==> config.mk <==
export PLATFORM = sky130hd
export DESIGN_NAME = tff_div
export DESIGN_NICKNAME = d
export VERILOG_FILES = /design/src/rtl/tff_pkg.sv /design/src/rtl/tff_div.sv
export SDC_FILE = /design/constraint.sdc
export NUM_CORES = 1
export LEC_CHECK = 0
export BUFFER_PORTS_ARGS = -buffer_cell sky130_fd_sc_hd__buf_2
export CORE_ASPECT_RATIO = 1.5
export CORE_UTILIZATION = 45
export DETAILED_ROUTE_END_ITERATION = 8
export HOLD_SLACK_MARGIN = 0.03
export PLACE_DENSITY = 0.64
export SYNTH_ARGS = -nofsm -noshare
export SYNTH_HDL_FRONTEND = slang
export SYNTH_SLANG_ARGS = --single-unit
export TNS_END_PERCENT = 5
==> constraint.sdc <==
create_clock -name i_clk -period 6.6 [get_ports i_clk]
set_clock_uncertainty 0.15 [all_clocks]
set_input_delay 0.66 -clock i_clk [delete_from_list [all_inputs] [get_ports i_clk]]
set_output_delay 0.66 -clock i_clk [all_outputs]
set_load 0.01 [all_outputs]
==> src/rtl/tff_pkg.sv <==
// ============================================================================
// tff_pkg: shared types and constants of the textured triangle fragment core
// Holds the field widths, register indexes, item codes and the pipeline
// side-band structure that travels next to the arithmetic.
// ============================================================================
package tff_pkg;

    // Field widths.
    localparam int COORD_W = 10;
    localparam int POS_W   = 20;
    localparam int UV_W    = 32;
    localparam int TSIZE_W = 9;
    localparam int ADDR_W  = 16;
    localparam int RGB_W   = 24;
    localparam int CFG_W   = 32;
    localparam int IDX_W   = 3;

    // Internal arithmetic widths.
    localparam int DIFF_W  = COORD_W + 1;       // signed coordinate difference
    localparam int PROD_W  = 2 * DIFF_W;        // signed edge product
    localparam int AREA_W  = 21;                // magnitude of twice the area
    localparam int WGT_W   = 17;                // Q1.16 weight, 65536 included
    localparam int FRAC_W  = 24;                // fraction of Q8.24 uv
    localparam int TIDX_W  = 19;                // texel index before range test

    // Configuration register indexes.
    localparam logic [IDX_W-1:0] REG_VERT0_POS  = 3'd0;
    localparam logic [IDX_W-1:0] REG_VERT1_POS  = 3'd1;
    localparam logic [IDX_W-1:0] REG_VERT2_POS  = 3'd2;
    localparam logic [IDX_W-1:0] REG_VERT0_UV   = 3'd3;
    localparam logic [IDX_W-1:0] REG_VERT1_UV   = 3'd4;
    localparam logic [IDX_W-1:0] REG_VERT2_UV   = 3'd5;
    localparam logic [IDX_W-1:0] REG_TEX_WIDTH  = 3'd6;
    localparam logic [IDX_W-1:0] REG_TEX_HEIGHT = 3'd7;

    // Item codes.
    localparam logic OP_LOAD  = 1'b0;
    localparam logic OP_SHADE = 1'b1;

    // Side-band carried along every pipeline stage.
    typedef struct packed {
        logic               vld;
        logic               op;
        logic               hit;
        logic [COORD_W-1:0] px;
        logic [COORD_W-1:0] py;
        logic [ADDR_W-1:0]  addr;
        logic [RGB_W-1:0]   rgb;
    } t_side;

endpackage

==> src/rtl/tff_div.sv <==
// ============================================================================
// tff_div: pipelined restoring divider for barycentric weights
// Computes floor(num * 65536 / den) for num <= den, one quotient bit per stage.
// ============================================================================
module tff_div
    import tff_pkg::*;
(
    input  logic              i_clk,
    input  logic              i_en,
    input  logic [AREA_W-1:0] i_num,
    input  logic [AREA_W-1:0] i_den,
    output logic [WGT_W-1:0]  o_quot
);

    logic [AREA_W-1:0] r_rem  [WGT_W-1];
    logic [WGT_W-1:0]  r_quot [WGT_W];

    genvar k;
    generate
        for (k = 0; k < WGT_W; k++) begin : g_step
            logic [AREA_W:0] n_part;
            logic [AREA_W:0] n_diff;
            logic            n_bit;

            if (k == 0) begin : g_first
                assign n_part = {1'b0, i_num};
            end else begin : g_next
                assign n_part = {r_rem[k-1], 1'b0};
            end

            assign n_diff = n_part - {1'b0, i_den};
            assign n_bit  = (n_part >= {1'b0, i_den});

            if (k < WGT_W - 1) begin : g_rem
                always_ff @(posedge i_clk) begin
                    if (i_en) begin
                        r_rem[k] <= n_bit ? n_diff[AREA_W-1:0] : n_part[AREA_W-1:0];
                    end
                end
            end

            if (k == 0) begin : g_q_first
                always_ff @(posedge i_clk) begin
                    if (i_en) begin
                        r_quot[k] <= {{(WGT_W-1){1'b0}}, n_bit};
                    end
                end
            end else begin : g_q_next
                always_ff @(posedge i_clk) begin
                    if (i_en) begin
                        r_quot[k] <= {r_quot[k-1][WGT_W-2:0], n_bit};
                    end
                end
            end
        end
    endgenerate

    assign o_quot = r_quot[WGT_W-1];

endmodule

==> flow_summary.ini <==
[cells_and_area]
layout_common_cells = edfxtp_1 (489), ha_1 (356), a21oi_1 (296)
final_nets = 3817
final_common_cell = edfxtp_1
drive_gt1_share_pct = 10.9
seq_area_um2 = 14700
num_antenna_cells = 0
design_area_um2 = 38300
nFillCells = 7004
syn2layout_area_growth_pct = 10.9
multi_input_area_um2 = 19100

[pwr]
total_power_mw = 19.7
p_leak_nw = 15.4
power_density_nw_per_um2 = 514
peakVddDrop_mv = 0.256

[setup_path]
path_cells = buf_2 > inv_1 > ha_1 > nor2b_1 > o21a_1 > o21a_1 > o31a_1 > o211ai_1 > nand3b_1 > a2111oi_4 > buf_4 > a21oi_1 > a22o_1
r2r-end = r_rem[1][57]
critPathMostFrequentCell = o21a_1
path_depth = 13
startpoint_type = input pin
path_max_fanout = 18
worstRegToRegCells = 11
crit_required_ns = 6.83
arrival_ns = 4.60
crit_family = compound AO/OA/AOI/OAI gates
critPathMaxStageDelay_ns = 0.86
r2r_setup_slack_ns = 2.63
end_kind = flip-flop
worst-path-buf-inv = 3
r2r-start = r_rem[1][21]
criticalPathCategory = in -> reg
critPathSlowestCell = a2111oi_4

[sta]
tightest_slew_ns = 1.01
slew_headroom_pct = 32.1
finalHoldViolations = 0
min_period_ns = 4.37
slew_violations = 0
rsz0062_at_grt = false
hold_slack_ns = 0.210
setup_tns_ns = 0
fmax_ghz = 0.229
fin_crit_sh_pct = 66.2
setup_viol = 0

[clock_tree]
cts_setup_buffers = 0
cts_sinks = 489
htreeDepth = 2
cts-resized-gates = 0
clk_pin_slew_worst_paths_ns = 0.06
clockRootBuffer = clkbuf_16
cts_buffers = 53
cts_tree = built
clock_path_buffers = 3
cts_hold_buf = 0
clk_latency_ns = 0.64

[logic_synthesis]
synth_top_area_cell = edfxtp_1
ys_ff_latch = 489
synth_top_area_share_pct = 42.5
synth_cells = 3295
synth_area_um2 = 34500
synth-edff-count = 489
synth_nets = 3711
seq_area_frac_synth_pct = 42.5
synth_ff_type = edfxtp_1
ys_top_cells_by_area = edfxtp_1 (43%), ha_1 (13%), a21oi_1 (4.3%)
ys_types = 90
syn_avg_cell_area_um2 = 10.5
ys_warn_count = 0
async_reset_ff_share_pct = 0

[route]
num_vias = 25816
drt_first_pass_iters = 7
drc = 0
dr.first_iter.drc_count = 1556
drt_wl_total_um = 92800
ant_nets = 0
wl_per_cell_um = 20.8
via_per_inst = 5.80

[floorplanning]
core_um2 = 76000
start_util_pct = 45.4
fp.dieW_um = 228
die_y_um = 341
die_area_um2 = 77800
io-pin-count = 61
rows = 124

[worst_hold_path]
worstHoldStart = i_num[5]
hold_end = r_rem[0][5]
hp-class = in -> reg
whs_path_depth = 2

[job]
maxCapViolCount = 0

[global_route]
grt_antenna_before_repair = 0
grt_pass1_vias = 25450
track_usage_pct = 23.5
grt_max_degree = 119
grt-ovfl-total = 0
grt_first_pass_wirelength_um = 141000

[place]
place_area_um2 = 36300
io_buffers = 60
gp_routability_congestion = 0.923
hpwl_um = 68700

[outcome]
status = completed
[state kept, by name, indices dropped and copies added (netlist names)]
signal / count
r_quot: 153
r_rem: 336
[metal layers]
layer,vias up,part of all wire [%],wire length (um),GRT usage [%]
met3,240,3.5,3260,2.83
met4,0,6.5,6060,13.9
li1,12672,-,-,-
met5,-,0,0,0
met1,12367,38,35000,24.9
met2,537,52,48500,44.4
[worst reg2reg max path, stage by stage, from the launching register on]
cell	delay, ns
edfxtp_1	0.36
inv_1	0.08
fa_1	0.43
nor2b_1	0.12
o21ai_0	0.10
a21boi_0	0.32
nor3_1	0.08
o21ai_0	0.44
a21oi_1	0.20
a211o_1	0.31
nand2_1	0.69
mux2_2	0.43
[area by class of cell]
type,instances,share of cell area [%]
multi-input combinational,2621,50.0
sequential,489,38.4
clock buffer,57,3.62
tap,1008,3.30
timing repair buffer,120,2.09
clock inverter,43,1.48
inverter,116,1.14
[stage by stage]
step | cells | setup slack [ns] | utilization [%]
finish | 4454 | 2.23 | 50.3
global route | 4454 | 2.03 | 50.3
CTS | 4454 | 2.29 | 50.3
detailed placement | 4354 | 1.62 | 47.8
global placement | 4354 | 1.78 | 47.8
floorplan | 3295 | 2.73 | -
[report_power, final]
part	internal, mW	switching, mW
Sequential	5.26	0.810
Combinational	4.57	5.65
Clock	2.03	1.34
[cell families (layout without fill, tap and decap cells)]
kind of cell | Yosys count | after routing | synth area share [%]
AOI/OAI and AO/OA | 975 | 975 | 18.0
muxes | 149 | 149 | 4.80
adders and majority gates | 372 | 372 | 13.8
DFF | 489 | 489 | 42.5
xor gates and xnor gates | 265 | 265 | 6.72
buffers and inverters | 185 | 336 | 2.15
and+or+nand+nor | 860 | 860 | 12.0
[Yosys cell counts (9+ instances only)]
cell type / instances
buf_2: 19
nor3_1: 53
o21ai_0: 216
nand2b_1: 48
clkbuf_1: 45
a211oi_1: 26
nand2_1: 235
ha_1: 356
inv_1: 115
nand4_1: 42
nor2b_1: 53
o31a_1: 15
nor3b_1: 10
mux2_1: 17
o21a_1: 49
xor2_1: 103
o211ai_1: 13
mux2_2: 114
and3_1: 22
edfxtp_1: 489
mux2i_1: 18
o31ai_1: 21
and4_1: 9
xnor2_1: 162
a21boi_0: 17
or2_2: 14
or3_1: 18
a211o_1: 9
o21bai_1: 32
and2_1: 19
nand3_1: 56
a31oi_1: 37
fa_1: 16
a21o_1: 140
a21oi_1: 298
nor2_1: 249
[worst max-delay path by stage]
stage | start | to | slack [ns]
6_report | i_den[2] | r_rem[1][16] | 2.23
5_1_grt | i_den[0] | r_rem[1][103] | 2.03
4_1_cts | i_den[2] | r_rem[1][16] | 2.29
3_5_place_dp | i_den[2] | r_rem[1][16] | 1.62
3_3_place_gp | i_den[2] | r_rem[1][16] | 1.78
2_1_floorplan | i_den[2] | r_rem[0][161] | 2.73
(Power assumes the default switching activity.)
